--- src/hw/rtl/unique_id_fifo_with_removal_macros.svh ---
// ----------------------------------------------------------------------------
// Identifier queue assertion macros
// Shared clocked assertion forms; the user supplies clk and arst_n in scope.
// ----------------------------------------------------------------------------
`ifndef UNIQUE_ID_FIFO_WITH_REMOVAL_MACROS_SVH
`define UNIQUE_ID_FIFO_WITH_REMOVAL_MACROS_SVH

// property that holds at every edge outside reset
`define UIDFR_ASSERT(label, prop, msg) \
	label: assert property (@(posedge clk) disable iff (!arst_n) (prop)) else $error(msg);

// antecedent at one edge implies consequent at the next
`define UIDFR_ASSERT_NEXT(label, ante, cons, msg) \
	label: assert property (@(posedge clk) disable iff (!arst_n) (ante) |=> (cons)) else $error(msg);

`endif

--- src/hw/rtl/uidfr_pkg.sv ---
// ----------------------------------------------------------------------------
// uidfr_pkg
// Shared constants, operation codes and result type of the identifier queue.
// ----------------------------------------------------------------------------
package uidfr_pkg;

	localparam int DEPTH_DEF    = 16;
	localparam int ID_WIDTH_DEF = 16;

	// fixed field widths
	localparam int ID_PORT_W = 16;
	localparam int CFG_W     = 5;
	localparam int POS_W     = 4;
	localparam int QLEN_W    = 5;

	localparam logic [CFG_W-1:0] SLOT_COUNT_RST = CFG_W'(16);

	// operation codes
	localparam logic [1:0] FUNC_ENQ = 2'd0;
	localparam logic [1:0] FUNC_REM = 2'd1;
	localparam logic [1:0] FUNC_POP = 2'd2;
	localparam logic [1:0] FUNC_QRY = 2'd3;

	typedef struct packed {
		logic                 ok;
		logic [ID_PORT_W-1:0] popped_id;
		logic [POS_W-1:0]     position;
		logic [QLEN_W-1:0]    queue_length;
		logic                 has_open_slot;
	} res_t;

endpackage

--- src/hw/rtl/uidfr_mem.sv ---
// ----------------------------------------------------------------------------
// uidfr_mem
// Entry store: one write and one read port, registered read data.
// ----------------------------------------------------------------------------
module uidfr_mem #(
	parameter int DEPTH = 16,
	parameter int WIDTH = 16,
	localparam int AW   = $clog2(DEPTH)
) (
	input  logic             clk,
	input  logic             we,
	input  logic [AW-1:0]    waddr,
	input  logic [WIDTH-1:0] wdata,
	input  logic             re,
	input  logic [AW-1:0]    raddr,
	output logic [WIDTH-1:0] rdata
);

	logic [WIDTH-1:0] mem [DEPTH];
	logic [WIDTH-1:0] rdata_q;

	always_ff @(posedge clk) begin
		if (we) begin
			mem[waddr] <= wdata;
		end
		if (re) begin
			rdata_q <= mem[raddr];
		end
	end

	assign rdata = rdata_q;

endmodule

--- src/hw/rtl/uidfr_engine.sv ---
// ----------------------------------------------------------------------------
// uidfr_engine
// Sequencer around one compare and copy path: scans the store, then
// appends, closes a gap by copying entries down, or reports a position.
// ----------------------------------------------------------------------------
`include "unique_id_fifo_with_removal_macros.svh"

module uidfr_engine
	import uidfr_pkg::*;
#(
	parameter int DEPTH    = DEPTH_DEF,
	parameter int ID_WIDTH = ID_WIDTH_DEF,
	localparam int SW      = (ID_WIDTH < ID_PORT_W) ? ID_WIDTH : ID_PORT_W,
	localparam int AW      = $clog2(DEPTH),
	localparam int LW      = $clog2(DEPTH + 1)
) (
	input  logic                 clk,
	input  logic                 arst_n,
	input  logic                 start,
	input  logic [1:0]           start_func,
	input  logic [ID_PORT_W-1:0] start_id,
	input  logic [CFG_W-1:0]     slot_count,
	output logic                 idle,
	output logic                 res_valid,
	input  logic                 res_take,
	output res_t                 res,
	output logic                 mem_we,
	output logic [AW-1:0]        mem_waddr,
	output logic [SW-1:0]        mem_wdata,
	output logic                 mem_re,
	output logic [AW-1:0]        mem_raddr,
	input  logic [SW-1:0]        mem_rdata
);

	localparam logic [2:0] ST_IDLE   = 3'd0;
	localparam logic [2:0] ST_SCAN   = 3'd1;
	localparam logic [2:0] ST_DECIDE = 3'd2;
	localparam logic [2:0] ST_SHIFT  = 3'd3;
	localparam logic [2:0] ST_DONE   = 3'd4;

	logic [2:0]    state_q;
	logic [LW-1:0] len_q;
	logic [1:0]    func_q;
	logic [SW-1:0] id_q;
	logic [SW-1:0] head_q;
	logic          found_q;
	logic [AW-1:0] fidx_q;
	logic          ok_q;
	logic [LW-1:0] lim_q;
	logic [LW-1:0] rd_idx_q;
	logic          rv_s1;
	logic [LW-1:0] ri_s1;

	logic [LW-1:0] cap;
	logic          issue;
	logic          hit;
	logic          id_ok;
	logic          enq_ok;
	logic [LW-1:0] wr_back;

	// capacity: slot count saturated to the store depth
	always_comb begin
		if (int'(slot_count) < DEPTH) begin
			cap = LW'(slot_count);
		end else begin
			cap = LW'(DEPTH);
		end
	end

	assign issue   = (state_q == ST_SCAN || state_q == ST_SHIFT) && (rd_idx_q < lim_q);
	assign hit     = rv_s1 && ((func_q == FUNC_POP) || (mem_rdata == id_q));
	assign id_ok   = (id_q != '0);
	assign enq_ok  = id_ok && (len_q < cap) && !found_q;
	assign wr_back = ri_s1 - LW'(1);

	assign mem_re    = issue;
	assign mem_raddr = rd_idx_q[AW-1:0];

	always_comb begin
		mem_we    = 1'b0;
		mem_waddr = wr_back[AW-1:0];
		mem_wdata = mem_rdata;
		if (state_q == ST_SHIFT) begin
			mem_we = rv_s1;
		end else if (state_q == ST_DECIDE && func_q == FUNC_ENQ) begin
			mem_we    = enq_ok;
			mem_waddr = len_q[AW-1:0];
			mem_wdata = id_q;
		end
	end

	always_ff @(posedge clk or negedge arst_n) begin
		if (!arst_n) begin
			state_q  <= ST_IDLE;
			len_q    <= '0;
			rv_s1    <= 1'b0;
			found_q  <= 1'b0;
			ok_q     <= 1'b0;
			rd_idx_q <= '0;
			lim_q    <= '0;
		end else begin
			rv_s1 <= issue;
			ri_s1 <= rd_idx_q;
			if (issue) begin
				rd_idx_q <= rd_idx_q + LW'(1);
			end
			unique case (state_q)
				ST_IDLE: begin
					if (start) begin
						func_q   <= start_func;
						id_q     <= start_id[SW-1:0];
						found_q  <= 1'b0;
						ok_q     <= 1'b0;
						rd_idx_q <= '0;
						// pop looks at the head only
						if (start_func == FUNC_POP) begin
							lim_q <= (len_q != '0) ? LW'(1) : '0;
						end else begin
							lim_q <= len_q;
						end
						state_q <= ST_SCAN;
					end
				end
				ST_SCAN: begin
					if (hit && !found_q) begin
						found_q <= 1'b1;
						fidx_q  <= ri_s1[AW-1:0];
						head_q  <= mem_rdata;
					end
					if (!issue && !rv_s1) begin
						state_q <= ST_DECIDE;
					end
				end
				ST_DECIDE: begin
					state_q <= ST_DONE;
					case (func_q)
						FUNC_ENQ: begin
							if (enq_ok) begin
								len_q <= len_q + LW'(1);
								ok_q  <= 1'b1;
							end
						end
						FUNC_QRY: begin
							ok_q <= id_ok && found_q && (int'(fidx_q) < int'(slot_count));
						end
						default: begin
							// remove or pop: copy later entries down one place
							if (found_q && (id_ok || func_q == FUNC_POP)) begin
								ok_q     <= 1'b1;
								rd_idx_q <= LW'(fidx_q) + LW'(1);
								lim_q    <= len_q;
								state_q  <= ST_SHIFT;
							end
						end
					endcase
				end
				ST_SHIFT: begin
					if (!issue && !rv_s1) begin
						len_q   <= len_q - LW'(1);
						state_q <= ST_DONE;
					end
				end
				ST_DONE: begin
					if (res_take) begin
						state_q <= ST_IDLE;
					end
				end
				default: begin
					state_q <= ST_IDLE;
				end
			endcase
		end
	end

	assign idle      = (state_q == ST_IDLE);
	assign res_valid = (state_q == ST_DONE);

	always_comb begin
		res               = '0;
		res.ok            = ok_q;
		res.queue_length  = QLEN_W'(len_q);
		res.has_open_slot = (len_q < cap);
		if (ok_q && func_q == FUNC_POP) begin
			res.popped_id = ID_PORT_W'(head_q);
		end
		if (ok_q && func_q == FUNC_QRY) begin
			res.position = POS_W'(fidx_q);
		end
	end

	`UIDFR_ASSERT_NEXT(a_len_only_on_update, state_q == ST_IDLE || state_q == ST_SCAN || state_q == ST_DONE, $stable(len_q), "queue length moved outside an update")
	`UIDFR_ASSERT(a_no_write_in_scan, (state_q != ST_SCAN) || !mem_we, "store written during scan")
	`UIDFR_ASSERT(a_found_below_len, (state_q != ST_DECIDE) || !found_q || (LW'(fidx_q) < len_q), "match index beyond queue length")

endmodule

--- src/hw/rtl/unique_id_fifo_with_removal.sv ---
// ----------------------------------------------------------------------------
// unique_id_fifo_with_removal
// Ordered queue of unique nonzero identifiers with enqueue, remove anywhere,
// pop head and position query; every result reports length and free slot.
// ----------------------------------------------------------------------------
// Channel  Handshake                    Payload
// in       in_valid / in_ready          func, guest_id
// out      out_valid / out_ready        ok, popped_id, position, queue_length,
//                                       has_open_slot
// cfg      cfg_we (no wait)             cfg_wdata -> slot_count
//
// One request at a time: the next is accepted only once the previous result
// has moved to the output register; remove and pop add a copy-down step.
// Scan and gap closing both go through the single read port of the store.
// Reset clears the length and sets the slot count to 16; the store is not
// cleared, as only entries below the length are ever read.
// in_ready drops on accept; a second result waits in the sequencer while the
// first is held in the output register by out_ready.
// ----------------------------------------------------------------------------
`include "unique_id_fifo_with_removal_macros.svh"

module unique_id_fifo_with_removal
	import uidfr_pkg::*;
#(
	parameter int DEPTH    = DEPTH_DEF,
	parameter int ID_WIDTH = ID_WIDTH_DEF,
	localparam int SW      = (ID_WIDTH < ID_PORT_W) ? ID_WIDTH : ID_PORT_W,
	localparam int AW      = $clog2(DEPTH)
) (
	input  logic                 clk,
	input  logic                 arst_n,
	// request channel
	input  logic                 in_valid,
	output logic                 in_ready,
	input  logic [1:0]           func,
	input  logic [ID_PORT_W-1:0] guest_id,
	// result channel
	output logic                 out_valid,
	input  logic                 out_ready,
	output logic                 ok,
	output logic [ID_PORT_W-1:0] popped_id,
	output logic [POS_W-1:0]     position,
	output logic [QLEN_W-1:0]    queue_length,
	output logic                 has_open_slot,
	// configuration
	input  logic                 cfg_we,
	input  logic [CFG_W-1:0]     cfg_wdata
);

	logic [CFG_W-1:0] slot_count_q;
	logic             out_valid_q;
	res_t             res_q;

	logic             eng_idle;
	logic             eng_res_valid;
	logic             res_take;
	res_t             eng_res;

	logic             mem_we;
	logic [AW-1:0]    mem_waddr;
	logic [SW-1:0]    mem_wdata;
	logic             mem_re;
	logic [AW-1:0]    mem_raddr;
	logic [SW-1:0]    mem_rdata;

	// slot count register; write only while idle (the block does not enforce this)
	always_ff @(posedge clk or negedge arst_n) begin
		if (!arst_n) begin
			slot_count_q <= SLOT_COUNT_RST;
		end else if (cfg_we) begin
			slot_count_q <= cfg_wdata;
		end
	end

	assign in_ready = eng_idle;

	// output register frees when empty or being taken this cycle
	assign res_take = !out_valid_q || out_ready;

	always_ff @(posedge clk or negedge arst_n) begin
		if (!arst_n) begin
			out_valid_q <= 1'b0;
		end else if (eng_res_valid && res_take) begin
			out_valid_q <= 1'b1;
		end else if (out_ready) begin
			out_valid_q <= 1'b0;
		end
	end

	always_ff @(posedge clk) begin
		if (eng_res_valid && res_take) begin
			res_q <= eng_res;
		end
	end

	assign out_valid     = out_valid_q;
	assign ok            = res_q.ok;
	assign popped_id     = res_q.popped_id;
	assign position      = res_q.position;
	assign queue_length  = res_q.queue_length;
	assign has_open_slot = res_q.has_open_slot;

	uidfr_engine #(
		.DEPTH    (DEPTH),
		.ID_WIDTH (ID_WIDTH)
	) u_engine (
		.clk        (clk),
		.arst_n     (arst_n),
		.start      (in_valid && in_ready),
		.start_func (func),
		.start_id   (guest_id),
		.slot_count (slot_count_q),
		.idle       (eng_idle),
		.res_valid  (eng_res_valid),
		.res_take   (res_take),
		.res        (eng_res),
		.mem_we     (mem_we),
		.mem_waddr  (mem_waddr),
		.mem_wdata  (mem_wdata),
		.mem_re     (mem_re),
		.mem_raddr  (mem_raddr),
		.mem_rdata  (mem_rdata)
	);

	uidfr_mem #(
		.DEPTH (DEPTH),
		.WIDTH (SW)
	) u_mem (
		.clk   (clk),
		.we    (mem_we),
		.waddr (mem_waddr),
		.wdata (mem_wdata),
		.re    (mem_re),
		.raddr (mem_raddr),
		.rdata (mem_rdata)
	);

	`UIDFR_ASSERT_NEXT(a_busy_after_accept, in_valid && in_ready, !in_ready, "request taken while busy")

endmodule

--- config.mk ---
export PLATFORM = sky130hd
export DESIGN_NAME = unique_id_fifo_with_removal
export DESIGN_NICKNAME = d
export VERILOG_FILES = /design/src/hw/rtl/uidfr_pkg.sv /design/src/hw/rtl/uidfr_mem.sv /design/src/hw/rtl/uidfr_engine.sv /design/src/hw/rtl/unique_id_fifo_with_removal.sv
export VERILOG_INCLUDE_DIRS = /design/src /design/src/hw/rtl
export SDC_FILE = /design/constraint.sdc
export NUM_CORES = 1
export LEC_CHECK = 0
export BUFFER_PORTS_ARGS = -buffer_cell sky130_fd_sc_hd__buf_2
export CAP_MARGIN = 20
export CELL_PAD_IN_SITES_DETAIL_PLACEMENT = 1
export CELL_PAD_IN_SITES_GLOBAL_PLACEMENT = 1
export CORE_MARGIN = 2
export CORE_UTILIZATION = 40
export CTS_CLUSTER_SIZE = 25
export DETAILED_ROUTE_END_ITERATION = 8
export GPL_TIMING_DRIVEN = 1
export PLACE_DENSITY_LB_ADDON = 0.1
export SETUP_SLACK_MARGIN = 0.05
export SYNTH_ARGS = -nofsm -noshare
export SYNTH_HDL_FRONTEND = slang
export SYNTH_SLANG_ARGS = --single-unit
--- constraint.sdc ---
create_clock -name clk -period 2.7 [get_ports clk]
set_input_delay 0.135 -clock clk [delete_from_list [all_inputs] [get_ports clk]]
set_output_delay 0.135 -clock clk [all_outputs]
set_load 0.005 [all_outputs]
==> out/metrics.csv <==
metric;value;unit
Switching Power;5.91;mW
CP endpoint kind;flop;
Sw Share;0.314;
combinational share of power;0.293;
R2R Path Start;slot_count_q[4]$_DFFE_PN1P_;
H-tree levels;2;
Slew Limit Fails;0;
syn_nets;823;
Clk pwr share;0.285;
worst min-delay path class;input pin to flop;
Vias;7916;
Worst Hold Launch;in_valid;
Clk Latency, worst-skew pair;0.56;ns
Die Ht;195;um
Ys Warns;0;
Pwr per Cell Area;1020;nW/um^2
layout cells sized above 1;0.341;
most numerous cell in the Yosys netlist;edfxtp_1;
top cells by area, synth;edfxtp_1 70%, mux4_2 12%, dfrtp_1 4.4%;
Max Buffers Root-to-Sink;3;
Post-synth ARST share;0.0734;
critical path required time;2.96;ns
Worst path slowest cell;dfstp_2;
max-cap viol count;0;
FP Rows;70;
core outline area;36300;um^2
routed wire length;38.1;mm
fmax;379;MHz
Worst Clk Skew;0.0217;ns
Static Leak;6.43;nW
WHS Path Cells;5;
Non-Filler Instances;1483;
initial antenna violation count;0;
sequential area share after synthesis;0.744;
final hold violation count;0;
Final ANT Viol Nets;0;
area grow syn2layout;25.3;%
status;finished, final reports clean;
Seq cells post-synth;368;
Post-DP HPWL;25.3;mm
Via density;5.34;
critical path depth;11;
placed cells;1365;
PnR worst setup slack;0.0647;ns
hold endpoint;u_engine.state_q[0]$_DFFE_PN0P_;
worst-path fanout max;13;
Syn Inst Count;774;
ant diodes;0;
GRT Total Usage;0.206;
drt pass-1 iters;4;
largest net degree at the start of global routing;69;
post-route minimum period;2.64;ns
critical path class;flop to flop;
wire per inst;25.7;um
Int Power;12.9;mW
RSZ-0062 raised after global routing;yes;
Peak VDD IR;0.603;mV
dpl ws;-0.489;ns
drt drc;0;
Worst setup SP type;flop;
Avg Synthesized Cell Area;18.9;um^2
Synth top area share;0.698;
Final #Nets;1036;
initial core utilization;0.403;
EDFF count, synth;341;
port buffer count;56;
CTS tree;yes;
first-pass GRT wire length;57.1;mm
Synth area leader;edfxtp_1;
remaining global-route overflow;0;
DIE AREA;38200;um^2
Slew headroom;0.507;
Worst Setup SP;slot_count_q[4]$_DFFE_PN1P_;
die extent in x;195;um
Max stage delay on crit path;0.56;ns
FF-to-FF End;u_mem.mem[9][12]$_DFFE_PP_;
clk slew on worst S/H paths;0.06;ns
CP dominant cell by count;buf_12;
fillcell total;3314;
Post-Syn Area;14700;um^2
Crit path max-delay family;simple AND/OR/NAND/NOR gates;
final setup vio count;0;
Post-synth top cells;341 x edfxtp_1, 80 x mux4_2, 68 x nand2_1;
Worst Path Arrival;2.89;ns
number of global-route vias before repair;8576;
Worst Path Buf+Inv;4;
DRT iter0 DRCs;484;
Clock Sink Count;368;
crit share post-route;0.976;
CTS Buf Count;41;
crit path cell chain;inv_4 -> nand2_2 -> ha_4 -> or3_4 -> o211ai_1 -> a22o_1 -> buf_12 -> nand3_2 -> buf_6 -> nor2_4 -> buf_12;
Unique masters post-synth;53;
reg2reg path depth;11;
R2R Setup Slk;0.06;ns
CTS Root Cell;clkbuf_16;
Primary FF master, synth;edfxtp_1;
Fin Hold WS;0.0455;ns
gp weighted congestion;0.799;
Worst-Margin Slew;0.739;ns
Ports;57;
Sequential Power Share;0.422;
==> layout by cell type (no fill, tap or decap), types with 4 or more instances in the layout <==
master         instances
clkbuf_16             44
dfrtp_1               24
nor4_1                 4
a21oi_1                9
nor2_2                 4
buf_4                 80
buf_12                14
o21ai_0               11
nor2_4                12
inv_1                 18
a31oi_1                5
o22ai_1                4
nor2_1                12
mux4_2                80
dlygate4sd3_1         35
buf_2                 56
buf_6                 12
clkinv_1              12
clkbuf_1               8
edfxtp_1             341
and3_1                22
nor3_1                11
clkinv_2               4
ha_1                  18
nand2_1               66
or4_4                  4
xnor2_1                8
xor2_1                21
o21ai_1                5
nand3_1                6
==> cells by family after synthesis <==
kind of cell | after synthesis | share of synthesized area
AO/OA/AOI/OAI | 53 | 0.0241
XOR/XNOR | 29 | 0.0173
adder cells (fa/ha/maj) | 21 | 0.0184
buffers and inverters | 51 | 0.0142
flip-flops | 368 | 0.744
multiplexers | 85 | 0.127
AND/OR/NAND/NOR | 167 | 0.0550
==> routing by layer <==
metal  track usage  vias up  wire length [um]
met5             0        -                 0
met4        0.0599        0               894
met3        0.0366       62              1810
met2         0.347      203             18900
met1         0.276     4138             16400
li1              -     3513                 -
==> through the flow <==
step                cell area [um^2]  TNS, ns  total power, mW  utilization
floorplan                      14700   -16.14             10.9            -
finish                         18400        0             18.8        0.505
global placement               16300   -49.85             13.3        0.449
detailed placement             16300   -50.91             13.5        0.449
global route                   18400  -0.0782             19.7        0.505
CTS                            18300        0             19.0        0.503
==> power by group through the flow <==
stage / clock [mW] / combinational, mW / sequential, mW
2_1_floorplan: 0 / 2.96 / 7.98
3_3_place_gp: 0 / 5.28 / 8.02
3_5_place_dp: 0 / 5.42 / 8.04
4_1_cts: 5.50 / 5.58 / 7.93
5_1_grt: 5.69 / 5.98 / 7.99
6_report: 5.35 / 5.51 / 7.93
==> worst max path at each step <==
stage | to | slack [ns]
after floorplan | u_mem.mem[5][0]$_DFFE_PP_ | -0.08
after global placement | u_mem.mem[0][10]$_DFFE_PP_ | -0.51
after detailed placement | u_mem.mem[0][10]$_DFFE_PP_ | -0.49
after CTS | u_mem.mem[14][7]$_DFFE_PP_ | 0.05
after global routing | u_mem.mem[11][14]$_DFFE_PP_ | -0.01
final | u_mem.mem[9][12]$_DFFE_PP_ | 0.06
==> worst reg2reg max path: stages (launching register included) <==
cell,delay [ns]
dfstp_2,0.56
inv_4,0.05
nand2_2,0.07
ha_4,0.20
or3_4,0.32
o211ai_1,0.14
a22o_1,0.24
buf_12,0.15
nand3_2,0.13
buf_6,0.18
nor2_4,0.13
buf_12,0.16
==> state kept, by name (all words and copies together), names as in the netlist, 5 cells and up <==
register,flops
u_mem.rdata,16
u_engine.head_q,16
slot_count_q,5
u_engine.lim_q,5
u_engine.len_q,5
queue_length,5
u_engine.rd_idx_q,5
u_mem.mem,256
u_engine.id_q,16
popped_id,16
==> timing repair <==
| item | CTS | global route |
|---|---|---|
| hold buffers | 35 | 0 |
| gates resized for setup | 38 | 17 |
| cloned | 3 | 1 |
| endpoints found under the hold margin | 51 | 0 |
| setup endpoints to repair | 256 | 251 |
| pin swaps | 11 | 12 |
| buffers inserted | 8 | 2 |
==> cell type report <==
cell class,count,area [um^2],area share
Sequential cell,368,10900,0.595
Multi-Input combinational cell,355,3760,0.205
Timing Repair Buffer,202,1750,0.0955
Clock buffer,50,1080,0.0589
Tap cell,468,586,0.0319
Clock inverter,21,191,0.0104
Inverter,19,73.8,0.00402
(Power assumes the default switching activity.)
